`src/pirl_pkg.sv`:
```
// ----------------------------------------------------------------------------
// pirl_pkg
// Shared types and constants for the positional insert/remove list core.
// ----------------------------------------------------------------------------
package pirl_pkg;

    // number of cells in the chain, the list holds at most DEPTH-1 entries
    localparam int DEPTH    = 128;
    localparam int DATA_W   = 32;
    localparam int POS_W    = 8;
    localparam int ENTRY_W  = 7;
    localparam int STATUS_W = 2;

    // count and cell index width, count never exceeds DEPTH-1
    localparam int CNT_W = $clog2(DEPTH);
    // width wide enough to compare a position against DEPTH and the count
    localparam int CMP_W = ((CNT_W > POS_W) ? CNT_W : POS_W) + 1;

    // result status codes
    typedef enum logic [STATUS_W-1:0] {
        ST_DONE   = 2'd0,
        ST_FULL   = 2'd1,
        ST_BADPOS = 2'd2,
        ST_EMPTY  = 2'd3
    } status_t;

    // shift command broadcast to every cell
    typedef struct packed {
        logic             ins_en;
        logic             rem_en;
        logic [CNT_W-1:0] pos;
        logic [CNT_W-1:0] limit;
    } ctrl_t;

endpackage

```
`src/pirl_cell.sv`:
```
// ----------------------------------------------------------------------------
// pirl_cell
// One list entry: loads the new word, its left neighbor or its right
// neighbor depending on the broadcast shift command.
// ----------------------------------------------------------------------------
module pirl_cell (
    input  logic                          aclk,
    input  pirl_pkg::ctrl_t               ctrl,
    input  logic [pirl_pkg::CNT_W-1:0]    idx,
    input  logic [pirl_pkg::DATA_W-1:0]   word,
    input  logic [pirl_pkg::DATA_W-1:0]   left_data,
    input  logic [pirl_pkg::DATA_W-1:0]   right_data,
    output logic [pirl_pkg::DATA_W-1:0]   data_out
);

    logic [pirl_pkg::DATA_W-1:0] data_reg;
    logic [pirl_pkg::DATA_W-1:0] data_next;

    // insert: cell at pos loads word, cells above it up to limit shift up
    // remove: cells from pos below limit take the right neighbor
    always_comb begin
        data_next = data_reg;
        if (ctrl.ins_en) begin
            if (idx == ctrl.pos) begin
                data_next = word;
            end else if ((idx > ctrl.pos) && (idx <= ctrl.limit)) begin
                data_next = left_data;
            end
        end else if (ctrl.rem_en) begin
            if ((idx >= ctrl.pos) && (idx < ctrl.limit)) begin
                data_next = right_data;
            end
        end
    end

    // entry storage, undefined until written
    always_ff @(posedge aclk) begin
        data_reg <= data_next;
    end

    assign data_out = data_reg;

endmodule

```
`config.mk`:
```
export PLATFORM = sky130hd
export DESIGN_NAME = pirl_cell
export DESIGN_NICKNAME = d
export VERILOG_FILES = /design/src/pirl_pkg.sv /design/src/pirl_cell.sv
export SDC_FILE = /design/constraint.sdc
export NUM_CORES = 1
export LEC_CHECK = 0
export BUFFER_PORTS_ARGS = -buffer_cell sky130_fd_sc_hd__buf_2
export CAP_MARGIN = 40
export CORE_AREA = 2 2 77 79
export DETAILED_ROUTE_END_ITERATION = 7
export DIE_AREA = 0 0 79 81
export PLACE_DENSITY = 0.77
export SLEW_MARGIN = 0
export SYNTH_ARGS = -nofsm -noshare
export SYNTH_HDL_FRONTEND = slang
export SYNTH_SLANG_ARGS = --single-unit
```
`constraint.sdc`:
```
create_clock -name aclk -period 5.2 [get_ports aclk]
set_input_delay 0.52 -clock aclk [delete_from_list [all_inputs] [get_ports aclk]]
set_output_delay 0.52 -clock aclk [all_outputs]
set_load 0.02 [all_outputs]
```
==> metrics.csv, run 1 <==
stage,metric,value,unit
routing,Wirelength per Cell,12.3,um
logic_synthesis,Synth top cells by count,"39 x a21oi_1, 36 x nor2_1, 32 x edfxtp_1, 32 x mux2i_1, 14 x ha_1",
sta,Max-slew headroom,0.595,
setup_path,worst-path fanout max,19,
logic_synthesis,syn nets,325,
floorplanning,DIE WIDTH,79,um
clock_network,clock root buffer master,clkbuf_8,
sta,min cycle time layout,2.40,ns
routing,Vias per Instance,4.60,
routing,DR pass1 iterations,4,
logic_synthesis,ys async rst share,0,
sta,RSZ-0062 raised after global routing,false,
outcome,status,"finished, final reports clean",
logic_synthesis,Syn Area/Cell,10.6,sq um
clock_network,CTS Buf Count,5,
sta,Final Hold Fails,0,
sta,TNS Setup,0,ns
min_path,hold path cells,3,
sta,Slew @ Worst Pin,0.607,ns
final_layout,area delta synth->final,43.4,%
clock_network,clk buf depth,2,
final_layout,Fillers,560,
routing,drt total wl,5170,um
sta,f_max,416,MHz
pwr,Overall Power,695,uW
setup_path,Setup CP Type,input port to flip-flop,
pwr,Leakage,1.35,nW
logic_synthesis,post-synthesis cell count,191,
final_layout,register area,961,sq um
global_routing,vias in the first global route,1795,
final_layout,nets@finish,477,
logic_synthesis,area share of the largest cell type after synthesis,0.474,
global_routing,pin count of the biggest net entering global routing,67,
global_routing,Tot GR Track Use,0.157,
clock_network,hold-fix buffers at CTS,0,
setup_path,critical path data arrival time,2.40,ns
sta,setup violators final,0,
sta,final hold slack,0.565,ns
logic_synthesis,Synth Register Bits,32,
logic_synthesis,post-synth cell types,21,
pwr,VDD IR-drop max,0.109,mV
sta,max-slew violations,0,
setup_path,Crit path depth,7,
logic_synthesis,"count leader, synth",a21oi_1,
place,GPL Wtd Cong,0.783,
final_layout,Multi-input gate area,936,sq um
final_layout,ratio of cells with drive above 1 in the final layout,0.474,
setup_path,"critical path, cell by cell",buf_2 -> ha_1 -> nand4_2 -> nor2_4 -> buf_4 -> mux2i_1 -> a21oi_1,
final_layout,diodes inserted,0,
logic_synthesis,Synth Cell Area,0.00203,sq mm
logic_synthesis,sequential cell area fraction in the yosys report,0.474,
setup_path,Worst path slowest cell,nor2_4,
logic_synthesis,main area contributors after synthesis,"edfxtp_1 47%, mux2i_1 16%, a21oi_1 9.6%",
setup_path,CP peak stage delay,0.47,ns
setup_path,buffers plus inverters on the worst setup path,2,
clock_network,H-tree depth,2,
job,Max Cap Viol,0,
floorplanning,FP Rows,28,
min_path,Hold WC Path Type,input port to flip-flop,
global_routing,initial antenna violation count,0,
clock_network,TritonCTS clock tree,yes,
clock_network,"Reg clk slew, reported paths",0.07,ns
global_routing,first-pass GRT wire length,7760,um
sta,final period utilization,0.462,
floorplanning,Core ar.,0.00568,sq mm
place,port bufs,151,
clock_network,postcts setup bufs,0,
floorplanning,Initial Util,0.357,
logic_synthesis,top_reg_cell synth,edfxtp_1,
pwr,Power per Cell Area,239,mW/mm^2
logic_synthesis,Synth warnings,0,
routing,DR vias,1927,
floorplanning,DIE HEIGHT,81,um
setup_path,crit-path leading delay family,simple AND/OR/NAND/NOR gates,
setup_path,Crit path required time,5.20,ns
floorplanning,I/O pin cnt,152,
routing,violation count after the first detailed-route iteration,26,
floorplanning,die area,0.00640,sq mm
logic_synthesis,"area leader, netlist",edfxtp_1,
final_layout,max reg flops,32,
routing,number of remaining DRC errors,0,
place,Final HPWL DP,4170,um
setup_path,CP Launch Type,input port,
clock_network,post-CTS sizing,0,
logic_synthesis,number of synthesized flops with an enable pin,32,
setup_path,crit end category,flip-flop,
clock_network,Clock Sinks,32,
routing,post-route antenna net violation count,0,
global_routing,total overflow reported by the global router,0,
==> power by group <==
part / internal, mW / total [mW] / leakage, nW / switching, mW
Combinational: 0.0806 / 0.190 / 1.00 / 0.110
Sequential: 0.322 / 0.328 / 0.303 / 0.00648
Clock: 0.0930 / 0.177 / 0.0399 / 0.0838
==> through the flow <==
step	std cells	area [sq um]	utilization	setup slack (ns)
2_1_floorplan	191	2030	-	0.201
3_3_place_gp	411	2830	0.498	2.57
3_5_place_dp	411	2830	0.498	2.47
4_1_cts	419	2910	0.512	2.76
5_1_grt	419	2910	0.512	2.67
6_report	419	2910	0.512	2.80
==> layer usage <==
metal	vias up	global-route usage	routed length, um
met5	-	0	0
met4	0	0.0552	80
met3	7	0.0456	433
met2	89	0.296	2650
met1	835	0.167	2010
li1	996	-	-
==> layout by cell type, fill, tap and decap left out, types with 2 or more instances in the layout <==
cell and count:
nand3_1 2, a21oi_1 39, buf_2 151, buf_4 4, ha_1 14, clkbuf_1 2
edfxtp_1 32, nor2_1 36, mux2i_1 32, nand2_1 2, clkbuf_8 5, inv_1 13
==> layout make-up <==
class	instances	area share
timing repair buffer	155	0.270
inverter	13	0.0168
clock buffer	7	0.0263
clock inverter	1	0.00129
tap	75	0.0323
multi-input combinational	136	0.322
sequential	32	0.331
==> cell families (layout without fill, tap and decap cells) <==
| family | Yosys count | count (layout) | synth area share |
|---|---|---|---|
| flops | 32 | 32 | 0.474 |
| fa+ha+maj | 14 | 14 | 0.0865 |
| simple gates | 46 | 46 | 0.100 |
| compound gates | 44 | 44 | 0.114 |
| buf+inv | 23 | 176 | 0.0667 |
| mux | 32 | 32 | 0.158 |
==> worst paths after layout <==
path                           start                endpoint  slack [ns]
worst max-delay path          idx[6]  data_out[14]$_DFFE_PP_        2.80
worst min-delay path  right_data[25]  data_out[25]$_DFFE_PP_        0.57
Power figures use the tool's default switching activity.
==> run 2, diff against run 1 <==
==> constraint.sdc (replaced) <==
create_clock -name aclk -period 2.2 [get_ports aclk]
set_input_delay 0.22 -clock aclk [delete_from_list [all_inputs] [get_ports aclk]]
set_output_delay 0.22 -clock aclk [all_outputs]
set_load 0.02 [all_outputs]
==> metrics.csv, run 2 (same netlist as run 1, synthesis figures left out) <==
stage,metric,value,unit
clock_network,post-CTS sizing,0,
floorplanning,DIE WIDTH,79,um
final_layout,Final Util,0.545,
pwr,Power per Cell Area,580,mW/mm^2
place,Placement Setup Slack,0.272,ns
place,port bufs,151,
clock_network,TritonCTS clock tree,yes,
setup_path,CP Launch Type,input port,
pwr,VDD IR-drop max,0.410,mV
floorplanning,die area,0.00640,sq mm
final_layout,Fillers,529,
global_routing,pin count of the biggest net entering global routing,65,
global_routing,Tot GR Track Use,0.150,
routing,Wirelength per Cell,11.9,um
final_layout,diodes inserted,0,
clock_network,clk buf depth,2,
floorplanning,FP Rows,28,
setup_path,crit end category,flip-flop,
sta,TNS Setup,0,ns
sta,Final Hold Fails,0,
global_routing,initial antenna violation count,0,
clock_network,"Reg clk slew, reported paths",0.06,ns
routing,number of remaining DRC errors,0,
setup_path,Setup CP Type,input port to flip-flop,
final_layout,"most common cell after layout, fill and taps aside",buf_2,
sta,f_max,615,MHz
clock_network,hold-fix buffers at CTS,0,
setup_path,critical path data arrival time,1.59,ns
final_layout,nets@finish,478,
sta,worst setup margin,0.575,ns
floorplanning,DIE HEIGHT,81,um
pwr,Leakage,1.36,nW
floorplanning,I/O pin cnt,152,
sta,min cycle time layout,1.63,ns
routing,Vias per Instance,4.61,
place,GPL Wtd Cong,0.842,
final_layout,area delta synth->final,52.7,%
global_routing,vias in the first global route,1779,
place,Final HPWL DP,4140,um
sta,RSZ-0062 raised after global routing,false,
routing,post-route antenna net violation count,0,
setup_path,crit path launch,ctrl[12],
clock_network,clock root buffer master,clkbuf_8,
global_routing,first-pass GRT wire length,7560,um
clock_network,CTS Buf Count,5,
final_layout,max reg flops,32,
clock_network,Clock Sinks,32,
setup_path,worst setup path endpoint,data_out[11]$_DFFE_PP_,
sta,max-slew violations,0,
global_routing,total overflow reported by the global router,0,
floorplanning,Initial Util,0.357,
final_layout,most frequent cells in the layout,"151 x buf_2, 38 x a21oi_1, 36 x nor2_1",
sta,Max-slew headroom,0.604,
job,Max Cap Viol,0,
final_layout,ratio of cells with drive above 1 in the final layout,0.536,
sta,Slew @ Worst Pin,0.595,ns
outcome,status,"finished, final reports clean",
routing,DR vias,1938,
clock_network,postcts setup bufs,0,
routing,drt total wl,5000,um
routing,DR pass1 iterations,4,
floorplanning,Core ar.,0.00568,sq mm
min_path,Hold WC Path Type,input port to flip-flop,
sta,final period utilization,0.739,
setup_path,Crit path required time,2.16,ns
clock_network,H-tree depth,2,
setup_path,worst-path fanout max,17,
sta,setup violators final,0,
routing,violation count after the first detailed-route iteration,49,
run 2: changes by cell type in the layout (fill, tap and decap cells not counted), moves of 5 or more:
cell | previous run | this run
ha_1 | 14 | 5
inv_1 | 13 | 6
inv_2 | 0 | 5
ha_4 | 0 | 9
run 2: routing by layer:
metal	GRT usage	vias up	share of wire	routed length (um)
li1	-	997	-	-
met1	0.156	830	0.37	1850
met2	0.283	99	0.51	2540
met3	0.0456	12	0.10	505
met4	0.0586	0	0.021	106
met5	0	-	0	0
run 2: how the worst min path moves through the flow:
stage | slack, ns | start | cells after the start | endpoint
6_report | 0.27 | right_data[18] | 3 | data_out[18]$_DFFE_PP_
5_1_grt | 0.27 | right_data[18] | 3 | data_out[18]$_DFFE_PP_
4_1_cts | 0.26 | right_data[18] | 3 | data_out[18]$_DFFE_PP_
3_5_place_dp | 0.55 | right_data[18] | 3 | data_out[18]$_DFFE_PP_
3_3_place_gp | 0.54 | right_data[14] | 3 | data_out[14]$_DFFE_PP_
2_1_floorplan | 0.45 | right_data[0] | 2 | data_out[0]$_DFFE_PP_
run 2: power by group:
part / internal [mW] / switching [mW] / total [mW] / leakage (nW)
combinational: 0.212 / 0.273 / 0.485 / 1.01
clock: 0.335 / 0.197 / 0.533 / 0.0552
sequential: 0.761 / 0.0155 / 0.776 / 0.303
run 2: final cells by class:
class | count | area, sq um | area share
multi-input combinational | 136 | 1080 | 0.349
sequential | 32 | 961 | 0.311
timing repair buffer | 156 | 793 | 0.256
tap | 75 | 93.8 | 0.0303
clock buffer | 6 | 72.6 | 0.0235
inverter | 13 | 58.8 | 0.0190
clock inverter | 2 | 35.0 | 0.0113
run 2: through the flow:
| step | hold WS, ns | instance area, sq um | power [mW] | instances |
|---|---|---|---|---|
| detailed placement | 0.549 | 2990 | 1.28 | 412 |
| CTS | 0.257 | 3090 | 1.83 | 420 |
| finish | 0.267 | 3090 | 1.79 | 420 |
| floorplan | 0.446 | 2190 | 1.07 | 191 |
| global placement | 0.537 | 2990 | 1.27 | 412 |
| global route | 0.272 | 3090 | 1.89 | 420 |
run 2: worst max-delay path: stages:
cell and delay [ns]:
buf_2 0.13, inv_8 0.03, ha_4 0.27, nand4_4 0.11, nor2_1 0.12, a21oi_1 0.12
nor4_4 0.30, buf_4 0.28
==> run 3, diff against run 2 <==
--- a/config.mk
+++ b/config.mk
@@ -7,9 +7,9 @@
 export LEC_CHECK = 0
 export BUFFER_PORTS_ARGS = -buffer_cell sky130_fd_sc_hd__buf_2
 export CAP_MARGIN = 40
-export CORE_AREA = 2 2 77 79
+export CORE_AREA = 2 2 75 77
 export DETAILED_ROUTE_END_ITERATION = 7
-export DIE_AREA = 0 0 79 81
+export DIE_AREA = 0 0 77 79
 export PLACE_DENSITY = 0.77
 export SLEW_MARGIN = 0
 export SYNTH_ARGS = -nofsm -noshare
==> constraint.sdc (replaced) <==
create_clock -name aclk -period 1.55 [get_ports aclk]
set_input_delay 0.155 -clock aclk [delete_from_list [all_inputs] [get_ports aclk]]
set_output_delay 0.155 -clock aclk [all_outputs]
set_load 0.02 [all_outputs]
==> metrics.csv, run 3 (same netlist as run 1, synthesis figures left out) <==
stage,metric,value,unit
job,Max Cap Viol,0,
global_routing,Tot GR Track Use,0.169,
min_path,hold path start,right_data[27],
floorplanning,DIE WIDTH,77,um
routing,number of remaining DRC errors,0,
routing,violation count after the first detailed-route iteration,63,
final_layout,post-route insts no fill,422,
final_layout,nets@finish,483,
setup_path,worst-path fanout max,8,
pwr,Overall Power,2.46,mW
clock_network,hold-fix buffers at CTS,0,
clock_network,"Reg clk slew, reported paths",0.06,ns
final_layout,diodes inserted,0,
outcome,failing checks,setup timing,
pwr,Switching Fraction,0.290,
final_layout,"most common cell after layout, fill and taps aside",buf_2,
pwr,Seq pwr share,0.448,
floorplanning,Core ar.,0.00534,sq mm
clock_network,CTS Buf Count,5,
sta,Max-slew headroom,0.620,
routing,DR pass1 iterations,4,
floorplanning,DIE HEIGHT,79,um
sta,final hold slack,0.200,ns
sta,Slew @ Worst Pin,0.570,ns
setup_path,Crit path depth,7,
routing,post-route antenna net violation count,0,
setup_path,crit path launch,idx[5],
min_path,hold path cells,3,
clock_network,clk buf depth,2,
clock_network,TritonCTS clock tree,yes,
pwr,VDD IR-drop max,0.453,mV
sta,final period utilization,1.02,
final_layout,area delta synth->final,61.8,%
routing,Vias per Instance,4.67,
place,Placement Setup Slack,-0.312,ns
routing,Wirelength per Cell,13.0,um
global_routing,first-pass GRT wire length,8170,um
global_routing,vias in the first global route,1891,
pwr,power share of the clock group,0.238,
global_routing,initial antenna violation count,0,
setup_path,"critical path, cell by cell",buf_4 -> ha_4 -> nand2_1 -> o21ai_2 -> a21oi_4 -> nor4_4 -> buf_6,
sta,max-slew violations,0,
final_layout,most frequent cells in the layout,"144 x buf_2, 35 x nor2_1, 34 x a21oi_1",
setup_path,Crit path required time,1.53,ns
place,port bufs,151,
sta,f_max,632,MHz
final_layout,Final Util,0.614,
setup_path,crit-path leading delay family,simple AND/OR/NAND/NOR gates,
setup_path,buffers plus inverters on the worst setup path,2,
setup_path,CP Launch Type,input port,
clock_network,clock root buffer master,clkbuf_8,
clock_network,Clock Sinks,32,
sta,min cycle time layout,1.58,ns
floorplanning,FP Rows,27,
setup_path,Worst path slowest cell,nor4_4,
pwr,Leakage,1.41,nW
routing,drt total wl,5470,um
clock_network,H-tree depth,2,
place,GPL Wtd Cong,0.733,
routing,DR vias,1969,
place,Cells after DPL,410,
floorplanning,die area,0.00608,sq mm
place,Final HPWL DP,4160,um
pwr,net switching power,713,uW
setup_path,critical path data arrival time,1.57,ns
floorplanning,Initial Util,0.380,
sta,Final Hold Fails,0,
pwr,Gate power share,0.314,
sta,setup violators final,32,
min_path,Hold WC Path Type,input port to flip-flop,
sta,RSZ-0062 raised after global routing,true,
sta,worst setup margin,-0.0313,ns
pwr,P_int,1.75,mW
pwr,Power per Cell Area,751,mW/mm^2
global_routing,pin count of the biggest net entering global routing,65,
floorplanning,I/O pin cnt,152,
setup_path,CP peak stage delay,0.45,ns
outcome,status,finished with violations,
global_routing,total overflow reported by the global router,0,
setup_path,crit end category,flip-flop,
setup_path,Setup CP Type,input port to flip-flop,
final_layout,max reg flops,32,
final_layout,ratio of cells with drive above 1 in the final layout,0.577,
-- run 3: changes by cell type in the layout (fill, tap and decap cells not counted), moves of 2 or more --
| cell | delta |
|---|---|
| buf_6 | +8 |
| buf_2 | -7 |
| a21oi_1 | -4 |
| ha_1 | -4 |
| ha_4 | +4 |
| a21oi_2 | +3 |
| buf_12 | +2 |
| inv_1 | -2 |
| inv_2 | +2 |
-- run 3: final cells by class --
cell class	instances	area, sq um
clock inverter	1	3.75
tap	72	90.1
multi-input combinational	136	1180
inverter	13	58.8
clock buffer	7	76.3
fill	440	2060
timing repair buffer	161	911
sequential	32	961
-- run 3: timing repair --
action                     CTS  global route
setup buffers                0             2
resized for setup            0            35
gates cloned                 0             2
pin swaps                    0            17
setup endpoints to repair   32            32
-- run 3: final timing paths --
path | to | slack, ns
min | data_out[27]$_DFFE_PP_ | 0.20
max | data_out[20]$_DFFE_PP_ | -0.03
-- run 3: through the flow --
step,area [sq um],setup TNS [ns]
5_1_grt,3280,-2.67
4_1_cts,3100,-0.411
3_3_place_gp,3020,-12.47
6_report,3280,-0.863
3_5_place_dp,3020,-14.65
2_1_floorplan,2190,-25.99
-- run 3: per-layer routing --
layer | up-vias | GRT usage | share of wire
met5 | - | 0 | 0
met4 | 0 | 0.0482 | 0.013
met3 | 6 | 0.0398 | 0.067
met2 | 85 | 0.335 | 0.54
met1 | 875 | 0.177 | 0.38
li1 | 1003 | - | -
-- run 3: power groups by stage --
| stage | clock [mW] | combinational, mW | sequential, mW |
|---|---|---|---|
| 2_1_floorplan | 0 | 0.251 | 1.26 |
| 3_3_place_gp | 0 | 0.686 | 1.12 |
| 3_5_place_dp | 0 | 0.703 | 1.12 |
| 4_1_cts | 0.619 | 0.705 | 1.10 |
| 5_1_grt | 0.636 | 0.845 | 1.12 |
| 6_report | 0.585 | 0.774 | 1.10 |
